--- src/hw/rtl/pms_pkg.sv ---
// Package for the point mass motion step: commands, register indexes, command structs.
// No dependencies.
package pms_pkg;
  localparam int FRAC_BITS = 16;
  localparam int ONE = 1 << FRAC_BITS;

  typedef enum logic [2:0] {
    CMD_TICK = 3'd0, CMD_FORCE = 3'd1, CMD_IMPULSE = 3'd2, CMD_VEL = 3'd3,
    CMD_ACCEL = 3'd4, CMD_COLLIDE = 3'd5, CMD_SLEEP = 3'd6, CMD_WAKE = 3'd7
  } cmd_t;

  localparam logic [2:0] REG_DRAG = 3'd0;
  localparam logic [2:0] REG_FRICTION = 3'd1;
  localparam logic [2:0] REG_BOUNCE = 3'd2;
  localparam logic [2:0] REG_MASS = 3'd3;
  localparam logic [2:0] REG_DT = 3'd4;
  localparam logic [2:0] REG_THR = 3'd5;

  // datapath micro-ops
  typedef enum logic [3:0] {
    OP_NONE, OP_LOAD, OP_TICK_DRAG, OP_TICK_REST, OP_TICK_POS, OP_FORCE_MUL,
    OP_DIV_START, OP_DIV_STEP, OP_FORCE_ADD, OP_VEL_ADD, OP_COL_PUSH,
    OP_COL_DOT, OP_COL_PROJ, OP_COL_VEL, OP_SET_SLEEP, OP_CLR_SLEEP
  } op_t;

  typedef struct packed {
    op_t        op;
    logic       axis;
  } dp_cmd_t;

  typedef struct packed {
    logic       asleep;
    logic       push_small;
    logic       div_done;
  } dp_status_t;

  function automatic logic signed [31:0] sat32(input logic signed [67:0] v);
    if (v > 68'sd2147483647) return 32'sh7fffffff;
    if (v < -68'sd2147483648) return 32'sh80000000;
    return v[31:0];
  endfunction
endpackage

--- src/hw/rtl/pms_ctrl.sv ---
// Sequencer for the point mass motion step: handshakes and micro-op order.
// Depends on pms_pkg.
module pms_ctrl (
  input  logic                clk,
  input  logic                rst_n,
  input  logic                in_fire,
  input  logic [2:0]          in_cmd,
  input  logic                out_tready,
  input  pms_pkg::dp_status_t status,
  output logic                in_tready,
  output logic                out_tvalid,
  output pms_pkg::dp_cmd_t    cmd
);
  typedef enum logic [3:0] {
    S_IDLE, S_DISPATCH, S_T1, S_T2, S_F0, S_FS, S_FD, S_FA,
    S_C1, S_CD, S_CW, S_CP, S_CV, S_OUT
  } state_t;
  state_t state_r, state_nxt;
  logic [2:0] c_r;
  logic axis_r, axis_nxt;

  always_comb begin
    state_nxt = state_r;
    axis_nxt = axis_r;
    cmd.op = pms_pkg::OP_NONE;
    cmd.axis = axis_r;
    unique case (state_r)
      S_IDLE: if (in_fire) begin
        cmd.op = pms_pkg::OP_LOAD;
        state_nxt = S_DISPATCH;
        axis_nxt = 1'b0;
      end
      S_DISPATCH: begin
        unique case (c_r)
          pms_pkg::CMD_TICK: if (status.asleep) state_nxt = S_OUT;
            else begin cmd.op = pms_pkg::OP_TICK_DRAG; state_nxt = S_T1; end
          pms_pkg::CMD_FORCE, pms_pkg::CMD_IMPULSE: state_nxt = S_F0;
          pms_pkg::CMD_VEL: begin cmd.op = pms_pkg::OP_VEL_ADD; state_nxt = S_OUT; end
          pms_pkg::CMD_COLLIDE: if (status.asleep) state_nxt = S_OUT;
            else begin cmd.op = pms_pkg::OP_COL_PUSH; state_nxt = S_C1; end
          pms_pkg::CMD_SLEEP: begin cmd.op = pms_pkg::OP_SET_SLEEP; state_nxt = S_OUT; end
          pms_pkg::CMD_WAKE: begin cmd.op = pms_pkg::OP_CLR_SLEEP; state_nxt = S_OUT; end
          default: state_nxt = S_OUT;
        endcase
      end
      S_T1: begin cmd.op = pms_pkg::OP_TICK_REST; state_nxt = S_T2; end
      S_T2: begin cmd.op = pms_pkg::OP_TICK_POS; state_nxt = S_OUT; end
      S_F0: begin cmd.op = pms_pkg::OP_FORCE_MUL; state_nxt = S_FS; end
      S_FS: begin cmd.op = pms_pkg::OP_DIV_START; state_nxt = S_FD; end
      S_FD: begin
        cmd.op = pms_pkg::OP_DIV_STEP;
        if (status.div_done) state_nxt = S_FA;
      end
      S_FA: begin
        cmd.op = pms_pkg::OP_FORCE_ADD;
        if (axis_r) state_nxt = S_OUT;
        else begin axis_nxt = 1'b1; state_nxt = S_F0; end
      end
      S_C1: if (status.push_small) state_nxt = S_OUT;
        else begin cmd.op = pms_pkg::OP_COL_DOT; state_nxt = S_CD; end
      S_CD: begin
        cmd.op = pms_pkg::OP_DIV_STEP;
        if (status.div_done) state_nxt = S_CP;
      end
      S_CP: begin cmd.op = pms_pkg::OP_COL_PROJ; state_nxt = S_CV; end
      S_CV: begin cmd.op = pms_pkg::OP_COL_VEL; state_nxt = S_OUT; end
      S_OUT: if (out_tready) state_nxt = S_IDLE;
      default: state_nxt = S_IDLE;
    endcase
  end

  always_ff @(posedge clk) begin
    if (!rst_n) begin
      state_r <= S_IDLE;
      axis_r <= 1'b0;
      c_r <= '0;
    end else begin
      state_r <= state_nxt;
      axis_r <= axis_nxt;
      if (in_fire) c_r <= in_cmd;
    end
  end

  assign in_tready = (state_r == S_IDLE);
  assign out_tvalid = (state_r == S_OUT);
endmodule

--- config.mk ---
export PLATFORM = sky130hd
export DESIGN_NAME = pms_ctrl
export DESIGN_NICKNAME = d
export VERILOG_FILES = /design/src/hw/rtl/pms_pkg.sv /design/src/hw/rtl/pms_ctrl.sv
export SDC_FILE = /design/constraint.sdc
export NUM_CORES = 1
export LEC_CHECK = 0
export ABC_AREA = 1
export BUFFER_PORTS_ARGS = -buffer_cell sky130_fd_sc_hd__buf_2
export CORE_MARGIN = 5
export CORE_UTILIZATION = 46
export DETAILED_ROUTE_END_ITERATION = 10
export PLACE_DENSITY = 0.84
export SLEW_MARGIN = 20
export SYNTH_ARGS = -nofsm -noshare
export SYNTH_HDL_FRONTEND = slang
export SYNTH_SLANG_ARGS = --single-unit
--- constraint.sdc ---
create_clock -name clk -period 1.06 [get_ports clk]
set_input_delay 0.212 -clock clk [delete_from_list [all_inputs] [get_ports clk]]
set_output_delay 0.212 -clock clk [all_outputs]
set_load 0.01 [all_outputs]
==> summary.txt, run 1 <==
Setup path
  – Worst EP arrival: 1.47 ns
  – CP dominant cell by count: nor2_4
  – Register-to-Register Setup Slack: -0.38 ns
  – CP delay by family, top: simple AND/OR/NAND/NOR gates
  – Crit path kind: register to primary output
  – CP max-delay cell: dfxtp_4
  – CP Launch Type: register
  – Worst path required time: between 0.8 and 0.9 ns
  – Worst setup path startpoint: state_r[2]$_SDFFE_PN0P_
  – FF-to-FF Start: state_r[3]$_SDFFE_PN0P_
  – Max incr delay on CP: around 0.38 ns
  – WP buf/inv: 2
  – Worst path cell trace: nor2_4 -> inv_2 -> nor2_4 -> nand2_1 -> o2111ai_2 -> buf_2
  – CP Max Fanout: 5
  – Reg2reg path depth: 12
  – Worst Setup End Kind: primary output
  – Reg2reg end: state_r[0]$_SDFFE_PN0P_
  – Worst setup endpoint: cmd[1]
  – Critical path depth in cells: 6

Route
  – Initial DRC count: 30
  – Avg WL per Cell: 17.19 um
  – Routed Antenna Nets: 0
  – Routed wire length: 3.146 mm
  – Via/cell ratio: roughly 5.9
  – Vias: between 1,000 and 1,500
  – DR DRC count: 0
  – First-pass iteration count of the detailed router: 4

Logic synthesis
  – Yosys reg bits: 8
  – Main area contributors after synthesis: dfxtp_1 23%, nand2_1 20%, a21oi_1 7.8%, inv_1 7.0%, nor2_1 7.0%
  – Dominant cell type by area after synthesis: dfxtp_1
  – Number of library cell types mapped by synthesis: 22
  – Net Count, Synth: ~130
  – Mapped cell area: ~700 um^2
  – Ys Warns: 0
  – Synth Instances: around 120
  – Synth top area share: 0.2282
  – Post-synthesis sequential area ratio: 0.2282
  – Mean Syn Cell Area: ~5.8 um^2

Outcome
  – Failing checks: setup timing
  – Status: complete, but fails checks

Timing
  – Final setup viols: 11
  – Setup WS post-layout: -0.6235 ns
  – F_max: 594.0 MHz
  – Final Hold Viols: 0
  – Final setup skew: approximately 0.0027 ns
  – RSZ-0062 raised after global routing: yes
  – Slew Viols, Final: 0
  – Period utilization: 1.588
  – Slew @ Worst Pin: ~0.24 ns
  – Crit path time final: approximately 1.7 ns
  – Tightest hold margin: between 0.2 and 0.25 ns
  – Slew headroom: 0.8385

Power and ir drop
  – Logic pwr share: 0.744
  – P_leak: 0.6918 nW
  – Pwr/cell area: between 2000 and 2500 mW/mm^2
  – Switching Share: 0.4975
  – Share of power burned in registers: 0.173
  – VDD IR max: ~1.4 mV
  – Clk pwr share: 0.083
  – Internal: approximately 1.5 mW
  – Switching power: between 1.5 and 2 mW

Cells and area
  – Most frequent cells in the layout: 22 x nand2_1, 21 x buf_4, 14 x buf_2, 10 x nand2_2
  – Multi-input combinational cell area: 709.4 um^2
  – Fin area: ~0.0013 mm^2
  – Fin util: 0.9031
  – Storage element area: about 180 um^2
  – Commonest non-fill, non-tap cell in the layout: nand2_1
  – Layout cell share with drive strength beyond 1: 0.6527
  – Nets: about 180
  – Synth-to-Final Area Change: 89.30%
  – N_diodes: 0
  – Fill cells: between 60 and 70
  – Cell Count, Final, Fillers Out: between 150 and 200

Worst hold path
  – Hold WC Path Type: primary input to register
  – WHS Path Cells: 3

Global route
  – Gr ovfl total: 0
  – GRT Util Overall: 0.2321
  – Initial antenna violation count: 0
  – First-pass GRT wire length: 4.381 mm
  – Number of global-route vias before repair: 960
  – Largest net degree at the start of global routing: 8

Clock network
  – TritonCTS clock tree: built
  – CTS H-Tree Depth: 1
  – Root buf cell: clkbuf_4
  – CTS Buf Count: 3
  – Deepest clock path buffer count: 2
  – Clk pin slew, worst setup/hold paths: 0.05 ns
  – Clk Latency, worst-skew pair: approximately 0.26 ns
  – TritonCTS Sinks: 8

Floorplan
  – Core box area: about 0.0015 mm^2
  – Ports: 17
  – Chip width: around 49 um
  – Row count: 14
  – Initial Util: 0.4770
  – Die span in y: 49.07 um
  – DIE AREA: around 0.0024 mm^2

Placed design
  – Inst Count DP: around 170
  – Post-DP HPWL: between 1.5 and 2 mm
  – Placer Congestion: roughly 0.94
  – Post-DP Area: slightly above 0.001 mm^2
  – IO Port Bufs: 16

Flow run
  – Max-cap violations: 0
==> kinds of logic after synthesis <==
logic type,synth area share
compound gates,0.1676
buf+inv,0.1212
flops,0.2282
simple gates,0.4831
==> sequential cells by signal, indices dropped and copies added, names as in the netlist <==
name,flops
axis_r,1
state_r,4
c_r,3
==> power groups by stage <==
stage	sequential (mW)	combinational, mW	clock (mW)
after detailed placement	0.483	1.59	0
after CTS	0.506	1.87	0.254
after floorplan	0.464	1.09	0
after global placement	0.479	1.56	0
final	0.526	2.26	0.252
after global routing	0.536	2.41	0.277
==> synth_stat cells, drive strengths merged <==
cell      n
nand2    41
nor2     18
inv      17
a21oi    12
nand3     9
dfxtp     8
o21ai     6
nor3      4
buf       2
nand4     2
o2111ai   1
o211ai    1
o31ai     1
==> metal layers <==
metal  track usage  vias up  wire (um)  share of wire
met1        0.2550      510       1213           0.39
met5             0        -          0              0
met2        0.4142       70       1549           0.49
met4        0.1256        0        124          0.039
li1              -      485          -              -
met3       0.03670       15        259          0.082
==> per-stage QoR <==
step	power, mW	TNS (ns)	setup WS [ns]
6_report	3.041	-4.721	-0.6235
5_1_grt	3.222	-5.464	-0.6500
4_1_cts	2.628	-4.487	-0.5499
3_5_place_dp	2.072	-2.628	-0.3340
3_3_place_gp	2.037	-2.221	-0.2826
2_1_floorplan	1.554	-0.7642	-0.1121
==> worst min-delay path by stage <==
stage,start,end
6_report,rst_n,c_r[1]$_SDFFE_PN0P_
2_1_floorplan,rst_n,c_r[0]$_SDFFE_PN0P_
3_5_place_dp,rst_n,c_r[1]$_SDFFE_PN0P_
3_3_place_gp,rst_n,c_r[1]$_SDFFE_PN0P_
5_1_grt,rst_n,c_r[1]$_SDFFE_PN0P_
4_1_cts,rst_n,c_r[1]$_SDFFE_PN0P_
==> tightest hold or removal path: cells and delay by family <==
family | cells | cell delay, ns
buf+inv | 1 | 0.12
compound gates | 2 | 0.11
==> cell type report <==
cell class,count,share of cell area
Sequential cell,8,0.1318
Multi-Input combinational cell,95,0.5339
Tap cell,16,0.01507
Clock buffer,4,0.01977
Timing Repair Buffer,43,0.2458
Inverter,17,0.05367
==> what timing repair did <==
action / CTS / global route
setup buffers: 7 / 2
resized for setup: 21 / 34
endpoints found under the setup margin: 11 / 11
hold buffers: 0 / 0
pin swaps: 9 / 13
(Power assumes the default switching activity.)
==> inputs of run 2 (changes only) <==
--- a/config.mk
+++ b/config.mk
@@ -11,6 +11,7 @@
 export CORE_UTILIZATION = 46
 export DETAILED_ROUTE_END_ITERATION = 10
 export PLACE_DENSITY = 0.84
+export REMOVE_ABC_BUFFERS = 1
 export SLEW_MARGIN = 20
 export SYNTH_ARGS = -nofsm -noshare
 export SYNTH_HDL_FRONTEND = slang
==> run 2 against run 1 <==
The flow still finishes with violations (setup timing); maximum frequency rose by 5.2%; global-route usage is 1.3 points lower; via count shrank 0.19%; largest cell class unchanged.
==> summary.txt, run 2 (synthesis gave the netlist of run 1 again) <==
Route
  – Routed Antenna Nets: 0 (unchanged)
  – Avg WL per Cell: 17.14 um (was 17.19 um)
  – Top routing layer in use: met4 (unchanged)
  – Initial DRC count: 30 (unchanged)
  – DR DRC count: 0 (unchanged)
  – Met3 Wirelength: 272 um (was 259 um)
  – First-pass iteration count of the detailed router: 4 (unchanged)
  – Via/cell ratio: 5.827 (was 5.902)
  – Routed wire length: 3.171 mm (was 3.146 mm)
  – Routed wl met2: 1.511 mm (was 1.549 mm)
  – M1 WL: 1.222 mm (was 1.213 mm)
  – Vias: 1,078 (was 1,080)

Cells and area
  – Fin area: 0.001269 mm^2 (was 0.001329 mm^2)
  – Nets: 181 (was 178)
  – Commonest non-fill, non-tap cell in the layout: buf_4 (was nand2_1)
  – Most frequent cells in the layout: 26 x buf_4, 22 x nand2_1, 15 x buf_2, 13 x nand2_2, 11 x inv_1 (was 22 x nand2_1, 21 x buf_4, 14 x buf_2, 10 x nand2_2)
  – N_diodes: 0 (unchanged)
  – Regs by FF count: state_r (4), c_r (3), axis_r (1) (unchanged)
  – Cell Count, Final, Fillers Out: 185 (was 183)
  – Synth-to-Final Area Change: 80.75% (was 89.30%)
  – Largest register by flop count: state_r (unchanged)
  – Layout cell share with drive strength beyond 1: 0.6154 (was 0.6527)
  – Largest register FFs: 4 (unchanged)

Setup path
  – Reg2reg end: state_r[0]$_SDFFE_PN0P_ (unchanged)
  – WP buf/inv: 2 (unchanged)
  – CP dominant cell by count: nand2_2 (was nor2_4)
  – CP delay by family, top: simple AND/OR/NAND/NOR gates (unchanged)
  – Worst path cell trace: nand2_2 -> inv_1 -> nand2_2 -> nand2_2 -> nor3_2 -> o31ai_1 -> buf_2 (was nor2_4 -> inv_2 -> nor2_4 -> nand2_1 -> o2111ai_2 -> buf_2)
  – FF-to-FF Start: state_r[0]$_SDFFE_PN0P_ (was state_r[3]$_SDFFE_PN0P_)
  – Worst setup path startpoint: state_r[2]$_SDFFE_PN0P_ (unchanged)
  – Worst Setup End Kind: primary output (unchanged)
  – CP Max Fanout: 7 (was 5)
  – Worst EP arrival: 1.39 ns (was 1.47 ns)
  – Register-to-Register Setup Slack: -0.35 ns (was -0.38 ns)
  – Crit path kind: register to primary output (unchanged)
  – Max incr delay on CP: 0.39 ns (was 0.38 ns)
  – Worst path required time: 0.85 ns (about the same)
  – CP Launch Type: register (unchanged)
  – Reg2reg path depth: 9 (was 12)
  – CP max-delay cell: dfxtp_4 (unchanged)

Flow run
  – Max-cap violations: 0 (unchanged)

Global route
  – Gr ovfl total: 0 (unchanged)
  – Largest net degree at the start of global routing: 8 (unchanged)
  – Initial antenna violation count: 0 (unchanged)
  – First-pass GRT wire length: 4.243 mm (was 4.381 mm)
  – Number of global-route vias before repair: 966 (was 960)
  – GRT Util Overall: 0.2195 (was 0.2321)

Timing
  – Setup_tns: -4.488 ns (was -4.721 ns)
  – Final setup skew: 0.001879 ns (was 0.002734 ns)
  – Setup WS post-layout: -0.5404 ns (was -0.6235 ns)
  – Final Hold Viols: 0 (unchanged)
  – Slew headroom: 0.8578 (was 0.8385)
  – Final setup viols: 11 (unchanged)
  – Slew Viols, Final: 0 (unchanged)
  – Period utilization: 1.510 (was 1.588)
  – RSZ-0062 raised after global routing: yes (unchanged)
  – Crit path time final: 1.600 ns (was 1.684 ns)
  – Slew @ Worst Pin: 0.2115 ns (was 0.2423 ns)
  – F_max: 624.9 MHz (was 594.0 MHz)

Clock network
  – Clk Latency, worst-skew pair: 0.25 ns (was 0.26 ns)
  – Root buf cell: clkbuf_4 (unchanged)
  – TritonCTS Sinks: 8 (unchanged)
  – Deepest clock path buffer count: 2 (unchanged)
  – TritonCTS clock tree: built (unchanged)
  – CTS Buf Count: 3 (unchanged)
  – CTS H-Tree Depth: 1 (unchanged)
  – Clk pin slew, worst setup/hold paths: 0.05 ns (about the same)
  – Post-CTS Hold Fix Bufs: 0 (unchanged)

Floorplan
  – Core box area: 0.001471 mm^2 (unchanged)
  – DIE AREA: 0.002407 mm^2 (unchanged)
  – Chip width: 49.07 um (unchanged)
  – Die span in y: 49.07 um (unchanged)
  – Initial Util: 0.4770 (unchanged)
  – Row count: 14 (unchanged)
  – Ports: 17 (unchanged)

Placed design
  – Post-DP HPWL: 1.626 mm (was 1.711 mm)
  – Place WS: -0.3746 ns (was -0.3340 ns)
  – Placer Congestion: 0.8797 (was 0.9387)
  – IO Port Bufs: 16 (unchanged)
  – Post-DP Area: 940.9 um^2 (was 0.001036 mm^2)
  – Inst Count DP: 173 (was 171)

Power and ir drop
  – VDD IR max: 1.643 mV (was 1.438 mV)
  – P_leak: 0.6472 nW (was 0.6918 nW)
  – Pwr/cell area: 2432 mW/mm^2 (was 2289 mW/mm^2)
  – Design Power: 3.086 mW (was 3.041 mW)

Outcome
  – Failing checks: setup timing (unchanged)
  – Status: complete, but fails checks (unchanged)

Worst hold path
  – Hold path endpoint: c_r[0]$_SDFFE_PN0P_ (was c_r[1]$_SDFFE_PN0P_)
  – WHS Path Cells: 3 (unchanged)
  – Hold WC Path Type: primary input to register (unchanged)
  – Hold path startpoint: rst_n (unchanged)
==> run 2: cell count changes in the layout (fill, tap and decap cells not counted), sizes merged <==
cell / before / now
clkbuf: 4 / 3
buf: 43 / 46
==> run 2: what timing repair did <==
item                                    in CTS  in global routing
pin swaps                                    8                 14
endpoints found under the setup margin      11                 11
gates resized for setup                     32                 38
setup buffers                                5                  4
==> run 2: layout make-up <==
class | instances | area (um^2)
Sequential cell | 8 | 177.7
Multi-Input combinational cell | 95 | 650.6
Inverter | 17 | 71.32
Clock buffer | 3 | 22.52
Fill cell | 75 | 202.7
Timing Repair Buffer | 46 | 326.6
Tap cell | 16 | 20.02
==> run 2: through the flow <==
stage	hold WS, ns	utilization
floorplan	0.3504	-
global placement	0.4835	0.6395
detailed placement	0.4961	0.6395
CTS	0.2272	0.7500
global route	0.2338	0.8622
finish	0.2267	0.8622
==> run 2: worst max-delay path by stage <==
stage / end / slack [ns] / cells past startpoint
6_report: cmd[3] / -0.54 / 7
3_3_place_gp: cmd[3] / -0.35 / 6
2_1_floorplan: cmd[3] / -0.18 / 4
5_1_grt: cmd[2] / -0.61 / 8
3_5_place_dp: cmd[3] / -0.37 / 6
4_1_cts: cmd[3] / -0.49 / 7
==> run 2: report_power, final <==
part	leakage, nW	internal (mW)	switching, mW
clock	0.0138	0.129	0.101
sequential	0.0692	0.396	0.172
combinational	0.564	1.04	1.25
total	0.647	1.56	1.52
==> run 2: worst min-delay path, cell delays in order <==
cell,delay [ns]
buf_2,0.12
o21ai_0,0.07
a21oi_1,0.04
==> run 2: layer usage <==
metal  global-route usage  vias up
met4               0.1570        0
met3              0.03364       22
met2               0.3627       76
met5                    0        -
li1                     -      492
met1               0.2509      488
==> inputs of run 3 (changes only) <==
--- a/config.mk
+++ b/config.mk
@@ -11,6 +11,7 @@
 export CORE_UTILIZATION = 46
 export DETAILED_ROUTE_END_ITERATION = 10
 export PLACE_DENSITY = 0.84
+export RECOVER_POWER = 100
 export REMOVE_ABC_BUFFERS = 1
 export SLEW_MARGIN = 20
 export SYNTH_ARGS = -nofsm -noshare
==> run 3 against run 2 <==
The flow still finishes with violations (setup timing); register-to-register slack is essentially flat; die area did not move; worst setup slack better by 0.0019 ns; cell area about the same; largest cell class unchanged; sequential cell count did not move.
==> summary.txt, run 3 (synthesis gave the netlist of run 1 again) <==
Setup path
  – Crit path kind: register to primary output (unchanged)
  – CP Launch Type: register (unchanged)
  – CP Max Fanout: 7 (unchanged)
  – Worst path required time: 0.85 ns (about the same)
  – Register-to-Register Setup Slack: -0.35 ns (about the same)
  – Worst EP arrival: 1.39 ns (about the same)
  – Reg2reg path depth: 9 (unchanged)
  – FF-to-FF Start: state_r[0]$_SDFFE_PN0P_ (unchanged)
  – Worst Setup End Kind: primary output (unchanged)
  – Reg2reg end: state_r[0]$_SDFFE_PN0P_ (unchanged)

Worst hold path
  – WHS Path Cells: 3 (unchanged)
  – Hold path endpoint: c_r[0]$_SDFFE_PN0P_ (unchanged)
  – Hold path startpoint: rst_n (unchanged)
  – Hold WC Path Type: primary input to register (unchanged)

Timing
  – RSZ-0062 raised after global routing: yes (unchanged)
  – Final setup viols: 11 (unchanged)
  – Crit path time final: 1.598 ns (was 1.600 ns)
  – Slew @ Worst Pin: 0.2117 ns (was 0.2115 ns)
  – Period utilization: 1.508 (was 1.510)
  – Setup WS post-layout: -0.5384 ns (was -0.5404 ns)
  – F_max: 625.6 MHz (was 624.9 MHz)
  – Slew headroom: 0.8577 (was 0.8578)
  – Slew Viols, Final: 0 (unchanged)
  – Tightest hold margin: 0.2279 ns (was 0.2267 ns)
  – Final setup skew: 0.002252 ns (was 0.001879 ns)
  – Final Hold Viols: 0 (unchanged)

Placed design
  – Post-DP Area: 940.9 um^2 (unchanged)
  – Placer Congestion: 0.8797 (unchanged)
  – Post-DP HPWL: 1.626 mm (unchanged)
  – IO Port Bufs: 16 (unchanged)
  – Place WS: -0.3746 ns (unchanged)

Power and ir drop
  – Pwr/cell area: 2433 mW/mm^2 (was 2432 mW/mm^2)
  – P_leak: 0.6428 nW (was 0.6472 nW)
  – Design Power: 3.084 mW (was 3.086 mW)
  – VDD IR max: 1.649 mV (was 1.643 mV)

Clock network
  – Post-CTS Hold Fix Bufs: 0 (unchanged)
  – TritonCTS Sinks: 8 (unchanged)
  – TritonCTS clock tree: built (unchanged)
  – Root buf cell: clkbuf_4 (unchanged)
  – CTS H-Tree Depth: 1 (unchanged)
  – Clk Latency, worst-skew pair: 0.25 ns (about the same)
  – CTS Buf Count: 3 (unchanged)
  – Deepest clock path buffer count: 2 (unchanged)
  – Clk pin slew, worst setup/hold paths: 0.05 ns (about the same)

Cells and area
  – Fin area: 0.001267 mm^2 (was 0.001269 mm^2)
  – Commonest non-fill, non-tap cell in the layout: buf_4 (unchanged)
  – Synth-to-Final Area Change: 80.57% (was 80.75%)
  – N_diodes: 0 (unchanged)
  – Most frequent cells in the layout: 25 x buf_4, 22 x nand2_1, 14 x buf_2, 13 x nand2_2, 11 x inv_1 (was 26 x buf_4, 22 x nand2_1, 15 x buf_2, 13 x nand2_2, 11 x inv_1)
  – Regs by FF count: state_r (4), c_r (3), axis_r (1) (unchanged)
  – Largest register FFs: 4 (unchanged)
  – Fin util: 0.8614 (was 0.8622)
  – Largest register by flop count: state_r (unchanged)
  – Nets: 181 (unchanged)
  – Layout cell share with drive strength beyond 1: 0.6095 (was 0.6154)

Global route
  – Largest net degree at the start of global routing: 8 (unchanged)
  – Number of global-route vias before repair: 966 (unchanged)
  – First-pass GRT wire length: 4.243 mm (unchanged)
  – GRT Util Overall: 0.2195 (unchanged)
  – Gr ovfl total: 0 (unchanged)
  – Initial antenna violation count: 0 (unchanged)

Route
  – Vias: 1,066 (was 1,078)
  – Routed wire length: 3.164 mm (was 3.171 mm)
  – Routed Antenna Nets: 0 (unchanged)
  – DR DRC count: 0 (unchanged)
  – Initial DRC count: 31 (was 30)
  – Avg WL per Cell: 17.10 um (was 17.14 um)
  – First-pass iteration count of the detailed router: 4 (unchanged)
  – Via/cell ratio: 5.762 (was 5.827)

Floorplan
  – DIE AREA: 0.002407 mm^2 (unchanged)
  – Core box area: 0.001471 mm^2 (unchanged)
  – Row count: 14 (unchanged)
  – Chip width: 49.07 um (unchanged)
  – Initial Util: 0.4770 (unchanged)
  – Ports: 17 (unchanged)
  – Die span in y: 49.07 um (unchanged)

Flow run
  – Max-cap violations: 0 (unchanged)

Outcome
  – Failing checks: setup timing (unchanged)
  – Status: complete, but fails checks (unchanged)
-- run 3: cell types whose count changed in the layout (fill, tap and decap cells not counted), sizes merged --
cell / change
clkbuf: +2
buf: -2
-- run 3: power breakdown --
group          switching (mW)  total, mW  internal [mW]  leakage [nW]
sequential              0.171      0.567          0.396        0.0692
combinational            1.25       2.29           1.04         0.560
clock                   0.100      0.230          0.129        0.0138
-- run 3: routing by layer --
layer	up-vias	global-route usage	share of wire
met5	-	0	0
met4	0	0.1570	0.057
met3	23	0.03364	0.084
met2	68	0.3627	0.47
met1	481	0.2509	0.38
li1	494	-	-
-- run 3: critical path: stages (launching register included) --
cell and delay [ns]:
dfxtp_4 0.39, nand2_2 0.12, inv_1 0.07, nand2_2 0.08
nand2_2 0.08, nor3_2 0.16, o31ai_1 0.09, buf_2 0.14
-- run 3: repair_timing --
action                                  in CTS  in global routing
buffers inserted                             5                  4
endpoints found under the setup margin      11                 11
pin swaps                                    8                 14
resized for setup                           32                 38
-- run 3: how the worst max path moves through the flow --
stage | slack, ns | end | start | cells after the start
CTS | -0.49 | cmd[3] | state_r[3]$_SDFFE_PN0P_ | 7
global route | -0.61 | cmd[2] | c_r[1]$_SDFFE_PN0P_ | 8
floorplan | -0.18 | cmd[3] | state_r[0]$_SDFFE_PN0P_ | 4
global placement | -0.35 | cmd[3] | state_r[2]$_SDFFE_PN0P_ | 6
finish | -0.54 | cmd[3] | state_r[2]$_SDFFE_PN0P_ | 7
detailed placement | -0.37 | cmd[3] | state_r[2]$_SDFFE_PN0P_ | 6
-- run 3: metrics by stage --
step / std cells / TNS, ns
floorplan: 120 / -1.264
global placement: 173 / -2.729
detailed placement: 173 / -3.320
CTS: 181 / -3.781
global route: 185 / -5.251
finish: 185 / -4.474
-- run 3: layout make-up --
| class | count | area [um^2] |
|---|---|---|
| Clock buffer | 3 | 22.52 |
| Fill cell | 76 | 203.9 |
| Inverter | 17 | 71.32 |
| Multi-Input combinational cell | 95 | 650.6 |
| Sequential cell | 8 | 177.7 |
| Tap cell | 16 | 20.02 |
| Timing Repair Buffer | 46 | 325.3 |
